**config.mk**
```make
export PLATFORM = sky130hd
export DESIGN_NAME = event_to_pixel_affine_mapper
export DESIGN_NICKNAME = d
export VERILOG_FILES = /design/src/rtl/emap_pkg.sv /design/src/rtl/emap_mult.sv /design/src/rtl/emap_sum.sv /design/src/rtl/emap_round.sv /design/src/rtl/event_to_pixel_affine_mapper.sv
export SDC_FILE = /design/constraint.sdc
export NUM_CORES = 2
export LEC_CHECK = 0
export BUFFER_PORTS_ARGS = -buffer_cell sky130_fd_sc_hd__buf_2
export CAP_MARGIN = 10
export CORE_MARGIN = 2
export CORE_UTILIZATION = 45
export CTS_CLUSTER_DIAMETER = 150
export DETAILED_ROUTE_END_ITERATION = 6
export PLACE_DENSITY = 0.67
export SYNTH_ARGS = -nofsm -noshare
export SYNTH_HDL_FRONTEND = slang
export SYNTH_HIERARCHICAL = 1
export SYNTH_SLANG_ARGS = --single-unit
```
**constraint.sdc**
```tcl
create_clock -name aclk -period 13.38 [get_ports aclk]
set_clock_uncertainty 0.05 [all_clocks]
set_input_delay 2.007 -clock aclk [delete_from_list [all_inputs] [get_ports aclk]]
set_output_delay 2.007 -clock aclk [all_outputs]
set_load 0.02 [all_outputs]
```
**src/rtl/emap_pkg.sv**
```systemverilog
`timescale 1ns / 1ps
// ----------------------------------------------------------------------------
// emap_pkg
// Shared types and constants of the event-to-pixel affine mapper.
// ----------------------------------------------------------------------------
package emap_pkg;

    localparam int COEF_W   = 32;
    localparam int WIDTH_W  = 14;
    localparam int HEIGHT_W = 13;
    localparam int CFG_IDX_W = 3;

    typedef enum logic [CFG_IDX_W-1:0] {
        REG_COEF_XX      = 3'd0,
        REG_COEF_XY      = 3'd1,
        REG_COEF_YX      = 3'd2,
        REG_COEF_YY      = 3'd3,
        REG_TRANS_X      = 3'd4,
        REG_TRANS_Y      = 3'd5,
        REG_FRAME_WIDTH  = 3'd6,
        REG_FRAME_HEIGHT = 3'd7
    } cfg_idx_t;

    typedef struct packed {
        logic signed [COEF_W-1:0] coef_xx;
        logic signed [COEF_W-1:0] coef_xy;
        logic signed [COEF_W-1:0] coef_yx;
        logic signed [COEF_W-1:0] coef_yy;
        logic signed [COEF_W-1:0] trans_x;
        logic signed [COEF_W-1:0] trans_y;
        logic [WIDTH_W-1:0]       frame_width;
        logic [HEIGHT_W-1:0]      frame_height;
    } cfg_t;

    typedef struct packed {
        logic polarity;
        logic last;
    } side_t;

endpackage

```
**src/rtl/emap_mult.sv**
```systemverilog
`timescale 1ns / 1ps
// ----------------------------------------------------------------------------
// emap_mult
// First stage: the four coefficient-by-coordinate products.
// ----------------------------------------------------------------------------
module emap_mult #(
    parameter int COORD_BITS = 12,
    parameter int PW         = 45
) (
    input  logic                   aclk,
    input  logic                   aresetn,
    input  emap_pkg::cfg_t         cfg,
    input  logic                   in_valid,
    output logic                   in_ready,
    input  logic [COORD_BITS-1:0]  in_x,
    input  logic [COORD_BITS-1:0]  in_y,
    input  emap_pkg::side_t        in_side,
    output logic                   out_valid,
    input  logic                   out_ready,
    output logic signed [PW-1:0]   out_xx,
    output logic signed [PW-1:0]   out_xy,
    output logic signed [PW-1:0]   out_yx,
    output logic signed [PW-1:0]   out_yy,
    output emap_pkg::side_t        out_side
);
    import emap_pkg::*;

    logic                 valid_reg, valid_next;
    logic signed [PW-1:0] xx_reg, xy_reg, yx_reg, yy_reg;
    side_t                side_reg;
    logic signed [COORD_BITS:0] sx, sy;

    assign in_ready   = !valid_reg || out_ready;
    assign valid_next = in_ready ? in_valid : valid_reg;
    assign sx = $signed({1'b0, in_x});
    assign sy = $signed({1'b0, in_y});

    always_ff @(posedge aclk) begin
        if (!aresetn) begin
            valid_reg <= 1'b0;
        end else begin
            valid_reg <= valid_next;
        end
    end

    always_ff @(posedge aclk) begin
        if (in_valid && in_ready) begin
            xx_reg   <= cfg.coef_xx * sx;
            xy_reg   <= cfg.coef_xy * sy;
            yx_reg   <= cfg.coef_yx * sx;
            yy_reg   <= cfg.coef_yy * sy;
            side_reg <= in_side;
        end
    end

    assign out_valid = valid_reg;
    assign out_xx    = xx_reg;
    assign out_xy    = xy_reg;
    assign out_yx    = yx_reg;
    assign out_yy    = yy_reg;
    assign out_side  = side_reg;

endmodule

```
**src/rtl/emap_sum.sv**
```systemverilog
`timescale 1ns / 1ps
// ----------------------------------------------------------------------------
// emap_sum
// Second stage: product pair plus translation for each output axis.
// ----------------------------------------------------------------------------
module emap_sum #(
    parameter int PW = 45,
    parameter int SW = 47
) (
    input  logic                 aclk,
    input  logic                 aresetn,
    input  emap_pkg::cfg_t       cfg,
    input  logic                 in_valid,
    output logic                 in_ready,
    input  logic signed [PW-1:0] in_xx,
    input  logic signed [PW-1:0] in_xy,
    input  logic signed [PW-1:0] in_yx,
    input  logic signed [PW-1:0] in_yy,
    input  emap_pkg::side_t      in_side,
    output logic                 out_valid,
    input  logic                 out_ready,
    output logic signed [SW-1:0] out_tx,
    output logic signed [SW-1:0] out_ty,
    output emap_pkg::side_t      out_side
);
    import emap_pkg::*;

    logic                 valid_reg, valid_next;
    logic signed [SW-1:0] tx_reg, ty_reg, tx_next, ty_next;
    side_t                side_reg;

    assign in_ready   = !valid_reg || out_ready;
    assign valid_next = in_ready ? in_valid : valid_reg;

    always_comb begin
        tx_next = {{(SW-PW){in_xx[PW-1]}}, in_xx} + {{(SW-PW){in_xy[PW-1]}}, in_xy}
                + {{(SW-COEF_W){cfg.trans_x[COEF_W-1]}}, cfg.trans_x};
        ty_next = {{(SW-PW){in_yx[PW-1]}}, in_yx} + {{(SW-PW){in_yy[PW-1]}}, in_yy}
                + {{(SW-COEF_W){cfg.trans_y[COEF_W-1]}}, cfg.trans_y};
    end

    always_ff @(posedge aclk) begin
        if (!aresetn) begin
            valid_reg <= 1'b0;
        end else begin
            valid_reg <= valid_next;
        end
    end

    always_ff @(posedge aclk) begin
        if (in_valid && in_ready) begin
            tx_reg   <= tx_next;
            ty_reg   <= ty_next;
            side_reg <= in_side;
        end
    end

    assign out_valid = valid_reg;
    assign out_tx    = tx_reg;
    assign out_ty    = ty_reg;
    assign out_side  = side_reg;

endmodule

```
**src/rtl/emap_round.sv**
```systemverilog
`timescale 1ns / 1ps
// ----------------------------------------------------------------------------
// emap_round
// Third stage: round half up, bounds check against the frame, output register.
// ----------------------------------------------------------------------------
module emap_round #(
    parameter int SW         = 47,
    parameter int FRAC_BITS  = 16,
    parameter int FRAME_BITS = 13
) (
    input  logic                    aclk,
    input  logic                    aresetn,
    input  emap_pkg::cfg_t          cfg,
    input  logic                    in_valid,
    output logic                    in_ready,
    input  logic signed [SW-1:0]    in_tx,
    input  logic signed [SW-1:0]    in_ty,
    input  emap_pkg::side_t         in_side,
    output logic                    out_valid,
    input  logic                    out_ready,
    output logic [FRAME_BITS-1:0]   out_px,
    output logic [FRAME_BITS-2:0]   out_py,
    output logic                    out_on,
    output emap_pkg::side_t         out_side
);
    import emap_pkg::*;

    localparam int RW = SW + 1 - FRAC_BITS;

    logic                  valid_reg, valid_next;
    logic [FRAME_BITS-1:0] px_reg, px_next;
    logic [FRAME_BITS-2:0] py_reg, py_next;
    logic                  on_reg, on_next;
    side_t                 side_reg;

    logic [SW:0]   half;
    logic [SW:0]   ux, uy;
    logic [RW-1:0] rx, ry;
    logic [RW-1:0] wl, hl, wcap, hcap, wlim, hlim;

    always_comb begin
        half = {{SW{1'b0}}, 1'b1} << (FRAC_BITS - 1);
        ux   = {in_tx[SW-1], in_tx} + half;
        uy   = {in_ty[SW-1], in_ty} + half;
        rx   = ux[SW:FRAC_BITS];
        ry   = uy[SW:FRAC_BITS];
        wl   = {{(RW-WIDTH_W){1'b0}}, cfg.frame_width};
        hl   = {{(RW-HEIGHT_W){1'b0}}, cfg.frame_height};
        wcap = {{(RW-1){1'b0}}, 1'b1} << FRAME_BITS;
        hcap = {{(RW-1){1'b0}}, 1'b1} << (FRAME_BITS - 1);
        wlim = (wl > wcap) ? wcap : wl;
        hlim = (hl > hcap) ? hcap : hl;
        on_next = !rx[RW-1] && !ry[RW-1] && (rx < wlim) && (ry < hlim);
        px_next = on_next ? rx[FRAME_BITS-1:0] : '0;
        py_next = on_next ? ry[FRAME_BITS-2:0] : '0;
    end

    assign in_ready   = !valid_reg || out_ready;
    assign valid_next = in_ready ? in_valid : valid_reg;

    always_ff @(posedge aclk) begin
        if (!aresetn) begin
            valid_reg <= 1'b0;
        end else begin
            valid_reg <= valid_next;
        end
    end

    always_ff @(posedge aclk) begin
        if (in_valid && in_ready) begin
            px_reg   <= px_next;
            py_reg   <= py_next;
            on_reg   <= on_next;
            side_reg <= in_side;
        end
    end

    assign out_valid = valid_reg;
    assign out_px    = px_reg;
    assign out_py    = py_reg;
    assign out_on    = on_reg;
    assign out_side  = side_reg;

endmodule

```
**src/rtl/event_to_pixel_affine_mapper.sv**
```systemverilog
`timescale 1ns / 1ps
// ----------------------------------------------------------------------------
// event_to_pixel_affine_mapper
// Maps sensor events to frame pixels through a 2x3 fixed-point affine
// transform with half-up rounding and a frame bounds check.
//
//   channel | direction | tdata                 | tuser               | tlast
//   s_      | in        | event_x, event_y      | polarity            | last_in_batch
//   m_      | out       | pixel_x, pixel_y      | on_frame, event_pol | batch_end
//   cfg_    | in        | write-only registers, index 0..7, 32-bit data
//
// One transfer per cycle sustained while m_tready is high; results pass
// through the three-stage pipeline (multiply, add, round and bounds check).
// Reset clears the pipeline valid bits and loads the identity transform
// and a 640 x 480 frame.
// A stall holds every stage whose successor is full; bubbles are absorbed.
// ----------------------------------------------------------------------------
module event_to_pixel_affine_mapper #(
    parameter int COORD_BITS = 12,
    parameter int FRAC_BITS  = 16,
    parameter int FRAME_BITS = 13
) (
    input  logic                              aclk,
    input  logic                              aresetn,
    input  logic                              cfg_wr_en,
    input  logic [emap_pkg::CFG_IDX_W-1:0]    cfg_addr,
    input  logic [emap_pkg::COEF_W-1:0]       cfg_wdata,
    input  logic                              s_tvalid,
    output logic                              s_tready,
    // event_x, event_y, zero padding
    input  logic [((2*COORD_BITS+7)/8)*8-1:0] s_tdata,
    // polarity
    input  logic [0:0]                        s_tuser,
    input  logic                              s_tlast,
    output logic                              m_tvalid,
    input  logic                              m_tready,
    // pixel_x, pixel_y, zero padding
    output logic [((2*FRAME_BITS-1+7)/8)*8-1:0] m_tdata,
    // on_frame, event_polarity
    output logic [1:0]                        m_tuser,
    output logic                              m_tlast
);
    import emap_pkg::*;

    localparam int PW = COEF_W + COORD_BITS + 1;
    localparam int SW = PW + 2;
    localparam int M_W = ((2*FRAME_BITS-1+7)/8)*8;

    cfg_t cfg_reg, cfg_next;

    always_comb begin
        cfg_next = cfg_reg;
        if (cfg_wr_en) begin
            unique case (cfg_idx_t'(cfg_addr))
                REG_COEF_XX:      cfg_next.coef_xx      = cfg_wdata;
                REG_COEF_XY:      cfg_next.coef_xy      = cfg_wdata;
                REG_COEF_YX:      cfg_next.coef_yx      = cfg_wdata;
                REG_COEF_YY:      cfg_next.coef_yy      = cfg_wdata;
                REG_TRANS_X:      cfg_next.trans_x      = cfg_wdata;
                REG_TRANS_Y:      cfg_next.trans_y      = cfg_wdata;
                REG_FRAME_WIDTH:  cfg_next.frame_width  = cfg_wdata[WIDTH_W-1:0];
                REG_FRAME_HEIGHT: cfg_next.frame_height = cfg_wdata[HEIGHT_W-1:0];
                default:          cfg_next = cfg_reg;
            endcase
        end
    end

    always_ff @(posedge aclk) begin
        if (!aresetn) begin
            cfg_reg.coef_xx      <= COEF_W'(1) << FRAC_BITS;
            cfg_reg.coef_xy      <= '0;
            cfg_reg.coef_yx      <= '0;
            cfg_reg.coef_yy      <= COEF_W'(1) << FRAC_BITS;
            cfg_reg.trans_x      <= '0;
            cfg_reg.trans_y      <= '0;
            cfg_reg.frame_width  <= WIDTH_W'(640);
            cfg_reg.frame_height <= HEIGHT_W'(480);
        end else begin
            cfg_reg <= cfg_next;
        end
    end

    side_t                s_side, mul_side, sum_side, out_side;
    logic                 mul_valid, mul_ready, sum_valid, sum_ready;
    logic signed [PW-1:0] p_xx, p_xy, p_yx, p_yy;
    logic signed [SW-1:0] t_x, t_y;
    logic [FRAME_BITS-1:0] pixel_x;
    logic [FRAME_BITS-2:0] pixel_y;
    logic                  on_frame;

    assign s_side.polarity = s_tuser[0];
    assign s_side.last     = s_tlast;

    emap_mult #(.COORD_BITS(COORD_BITS), .PW(PW)) u_mult (
        .aclk      (aclk),
        .aresetn   (aresetn),
        .cfg       (cfg_reg),
        .in_valid  (s_tvalid),
        .in_ready  (s_tready),
        .in_x      (s_tdata[COORD_BITS-1:0]),
        .in_y      (s_tdata[2*COORD_BITS-1:COORD_BITS]),
        .in_side   (s_side),
        .out_valid (mul_valid),
        .out_ready (mul_ready),
        .out_xx    (p_xx),
        .out_xy    (p_xy),
        .out_yx    (p_yx),
        .out_yy    (p_yy),
        .out_side  (mul_side)
    );

    emap_sum #(.PW(PW), .SW(SW)) u_sum (
        .aclk      (aclk),
        .aresetn   (aresetn),
        .cfg       (cfg_reg),
        .in_valid  (mul_valid),
        .in_ready  (mul_ready),
        .in_xx     (p_xx),
        .in_xy     (p_xy),
        .in_yx     (p_yx),
        .in_yy     (p_yy),
        .in_side   (mul_side),
        .out_valid (sum_valid),
        .out_ready (sum_ready),
        .out_tx    (t_x),
        .out_ty    (t_y),
        .out_side  (sum_side)
    );

    emap_round #(.SW(SW), .FRAC_BITS(FRAC_BITS), .FRAME_BITS(FRAME_BITS)) u_round (
        .aclk      (aclk),
        .aresetn   (aresetn),
        .cfg       (cfg_reg),
        .in_valid  (sum_valid),
        .in_ready  (sum_ready),
        .in_tx     (t_x),
        .in_ty     (t_y),
        .in_side   (sum_side),
        .out_valid (m_tvalid),
        .out_ready (m_tready),
        .out_px    (pixel_x),
        .out_py    (pixel_y),
        .out_on    (on_frame),
        .out_side  (out_side)
    );

    assign m_tdata = M_W'({pixel_y, pixel_x});
    assign m_tuser = {out_side.polarity, on_frame};
    assign m_tlast = out_side.last;

`ifndef SYNTHESIS
    a_off_frame_zero: assert property (@(posedge aclk) disable iff (!aresetn)
        m_tvalid && !on_frame |-> pixel_x == '0 && pixel_y == '0)
        else $error("off-frame result carries non-zero pixel");

    a_on_frame_width: assert property (@(posedge aclk) disable iff (!aresetn)
        m_tvalid && on_frame |-> 32'(pixel_x) < 32'(cfg_reg.frame_width))
        else $error("on-frame column beyond frame width");

    a_full_when_blocked: assert property (@(posedge aclk) disable iff (!aresetn)
        !s_tready |-> mul_valid && sum_valid && m_tvalid && !m_tready)
        else $error("input blocked while pipeline has room");

    a_reset_empty: assert property (@(posedge aclk)
        !aresetn |=> !m_tvalid && !mul_valid && !sum_valid)
        else $error("pipeline not empty after reset");
`endif

endmodule

```
# Word level (Yosys, flattened, before mapping)

Index checks and enable logic that the tools add are counted.

Add/sub/neg operators: 6
Multipliers: 4
Divide/modulo/power cells: 0
Order comparisons: 4
Eq/ne operators: 7
Shift operators: 0
Muxes and demuxes: 2
Bitwise gates (word level): 0
Reduce and logical (&&, ||, !) cells: 23

Operators with widths:

| operator               | number |
|---|---|
| $mul 32x13->45         | 4 |
| $add 47x17->48 const B | 2 |
| $add 47x47->47         | 2 |
| $add 45x45->46         | 2 |
| $lt 32x32->1           | 2 |
| $reduce_and 2->1       | 8 |
| $gt 14x14->1 const B   | 1 |
| $mux 14                | 1 |
| $gt 13x13->1 const B   | 1 |
| $mux 13                | 1 |
| $eq 3x3->1 const B     | 4 |
| $eq 3x2->1 const B     | 2 |
| $logic_and 1x1->1      | 6 |
| $logic_not 1->1        | 5 |
| $eq 3x1->1 const B     | 1 |
| $logic_not 3->1        | 1 |
| $logic_or 1x1->1       | 3 |

Register bits after elaboration: 528
Bits in latches: 0
RAM bits: 0
ROM bits: 0
Bits of input ports: 66
Output and inout port bits: 37
Logic and storage cells: 72
Memories kept: 0

# Longest topological paths before layout

Depth after elaboration: 5
Gate-level depth with buffers: 25
Gate-level depth less buffers: 22

# Cells and area by module

Netlist, hierarchy kept.

By module, submodules not included:

| module                       | times used | cells an instance | area each (um2) | seq. area each (um2) |
|---|---|---|---|---|
| emap_mult                    | 1          | 6485              | 58848.9         | 5485.3 |
| emap_sum                     | 1          | 1099              | 10755.3         | 2902.8 |
| event_to_pixel_affine_mapper | 1          | 773               | 8026.4          | 4384.2 |
| emap_round                   | 1          | 390               | 3412.0          | 860.8 |

# Least setup slack after synthesis

OpenSTA, ideal clock, no wires.

Path kind: input -> register
Start point: in s_tdata[9]
End point: reg u_mult.xx_reg[41], in the netlist u_mult/out_xx[41], data pin
Setup time: 265 ps
Arrival time: 7670 ps
Data required time: 13065 ps
Path slack: 5395 ps
Cell stages on the path: 21
Buffers on the path: 2
Path through: clkbuf_1 clkbuf_1 nand2_1 fa_1 inv_1 fa_1 fa_1 fa_1 inv_1 fa_1 inv_1 ha_1 a2111oi_0 a21oi_1 a31oi_1 a21bo_2 a2111oi_0 o31ai_1 a21oi_1 o21ai_0 xor2_1

Cells in the longest elaborated chain, start to end: 1

Ends and longest elaborated chain:

| item                 | RTL line                           | source |
|---|---|---|
| from (decl)          | event_to_pixel_affine_mapper.sv:31 | `input logic [((2*COORD_BITS+7)/8)*8-1:0] s_tdata,` |
| $mul 32x13->45       | emap_mult.sv:48                    | `xx_reg <= cfg.coef_xx * sx;` |
| to (signal assigned) | emap_mult.sv:48                    |  |
| to (decl)            | emap_mult.sv:29                    | `logic signed [PW-1:0] xx_reg, xy_reg, yx_reg, yy_reg;` |

No other way between the ends.
A chain may end at the register's enable or synchronous reset.

# Worst setup path after layout

Ends and elaborated chain as after synthesis.

==> impl_metrics.tcl <==
set metrics [dict create \
    antenna_found_initial 6 \
    io_pins 103 \
    ir_drop_mv 0.09228 \
    most-common-layout-cells "inv_1, fa_1, nand2_1, and2_1, ha_1" \
    grt_pass1_vias 62065 \
    dp.cells 10742 \
    dp_slack_ps 4231 \
    setup_viol 0 \
    leakage_nw 42.02 \
    met2WireLength_um 105900 \
    met1_length_um 81220 \
    max_slew_margin 0.1772 \
    finalPower_mw 5.883 \
    grt_max_degree 113 \
    regArea_sq_um 12730 \
    grt_pass1_wl_um 343500 \
    cts_setup_buffers 0 \
    clock.fmax_ghz 0.1175 \
    worstReg2RegEnd "u_mult/out_xy[42]" \
    placed_area_sq_um 81940 \
    multi_input_area_sq_um 58600 \
    largest_reg_flops 219 \
    setup_ws_ps 4872 \
    hold_depth 0 \
    hold_viol_final 0 \
    synthesis.area_sq_um 79740 \
    rsz0062_at_grt "false" \
    hold_class "reg -> reg" \
    fin_cells 10856 \
    tightest_slew_ps 1232 \
    cts_sinks 498 \
    initial_core_util 0.4528 \
    critPathBufInv 5 \
    cts_root_buffer "clkbuf_16" \
    post-route-cell-area_sq_um 84020 \
    maxSlewViolCount 0 \
    cp-start-kind "input port" \
    path_class "in -> reg" \
    gp_congestion 0.9264 \
    cp_data_arrival_time_ps 8890 \
    insertion_delay_ps 690 \
    r2r_cells 20 \
    avgSynthCellArea_sq_um 9.212 \
    status "finished with violations" \
    nFillCells 16487 \
    cts_hold_buf 0 \
    cts_made_buffers 60 \
    highest_layer "met5" \
    die_w_um 425.0 \
    port_buffers 95 \
    slowest_stage "a2111oi_0" \
    htree_levels 2 \
    die_h_um 425.0 \
    critPathMaxFanout 46 \
    pwr_density_cell_nw_per_um2 70.03 \
    dieArea_sq_um 180600 \
    avgRoutedWirePerCell_um 19.75 \
    finalSetupTns_ps 0 \
    required_ps 13760 \
    rrSetupSlack_ps 6430 \
    post-route-period-util 0.6359 \
    core_area_sq_um 176100 \
    yosysWarnings 6 \
    end_kind "register" \
    min_to "u_sum/out_side[1]" \
    nets 10493 \
    area_growth_pct 5.357 \
    drc 2 \
    cts_tree "built" \
    final_common_cell "inv_1" \
    crit_path_max_incr_delay_ps 650 \
    drt-total-wl_um 214400 \
    first_pass_iters 7 \
    met3_length_um 10550 \
    post_cts_resize_count 0 \
    rr_startpoint "cfg_reg[162]" \
    drive_above_1_share 0.03911 \
    grt.total_usage 0.2429 \
    drt_iter0_drc 3702 \
    violations "design-rule violations" \
    drtAntennaViolNets 0 \
    synthCells 8657 \
    drv_cap 0 \
    via_per_inst 5.318 \
    crit_chain "buf_2 -> buf_4 -> nand2_1 -> fa_1 -> inv_1 -> fa_1 -> fa_1 -> fa_1 -> inv_1 -> fa_1 -> inv_1 -> ha_1 -> a2111oi_0 -> a21oi_1 -> a31oi_1 -> a21bo_2 -> a2111oi_0 -> o31ai_1 -> a21oi_1 -> o21ai_0 -> xor2_1" \
    crit_top_cell "fa_1" \
    rows 154 \
    path_clk_slew_ps 70 \
    dpl.hpwl_um 166300 \
    via_count 57729 \
    path_delay_family "adder cells" \
    clock_path_buffers 3 \
    overflow 0 \
    hp-start "u_mult/out_side[1]" \
    period_needed_ps 8508 \
]
worst register-to-register path, delay by kind of cell (launching register included):
family	cells	cell delay (ps)
AOI/OAI and AO/OA	9	2640
adders and majority gates	6	2830
DFF	1	780
buffers and inverters	3	150
xor gates and xnor gates	1	70
and+or+nand+nor	1	180
how the worst max path moves through the flow:
stage	slack (ps)	startpoint	end	cells after the start
global route	4440	s_tdata[9]	u_mult/out_xx[41]	21
global placement	4460	s_tdata[9]	u_mult/out_xx[41]	21
detailed placement	4230	s_tdata[9]	u_mult/out_xx[41]	21
floorplan	5390	s_tdata[9]	u_mult/out_xx[41]	21
finish	4870	s_tdata[9]	u_mult/out_xx[41]	21
CTS	4940	s_tdata[9]	u_mult/out_xx[41]	21
layer usage:
metal | vias up | track usage
met1 | 29302 | 0.2843
met5 | - | 0
li1 | 26265 | -
met3 | 502 | 0.02930
met2 | 1656 | 0.4219
met4 | 4 | 0.1553
through the flow:
step | utilization | hold WS, ps
after floorplan | - | 350.3
after global placement | 0.4652 | 354.5
after detailed placement | 0.4652 | 360.1
after CTS | 0.4770 | 376.6
after global routing | 0.4770 | 392.7
final | 0.4771 | 380.6
cell type report:
| type | instances | area share |
|---|---|---|
| Antenna cell | 1 | 0.00002978 |
| Clock buffer | 71 | 0.01884 |
| Clock inverter | 42 | 0.005883 |
| Inverter | 1822 | 0.08140 |
| Multi-Input combinational cell | 5940 | 0.6975 |
| Sequential cell | 498 | 0.1515 |
| Tap cell | 2340 | 0.03485 |
| Timing Repair Buffer | 142 | 0.009963 |
where the power goes:
group | switching [mW] | internal [mW]
sequential | 0.158 | 1.82
combinational | 1.34 | 0.817
clock | 0.741 | 1.01
total | 2.24 | 3.64
Note: power is estimated with default switching activity, not from simulation.
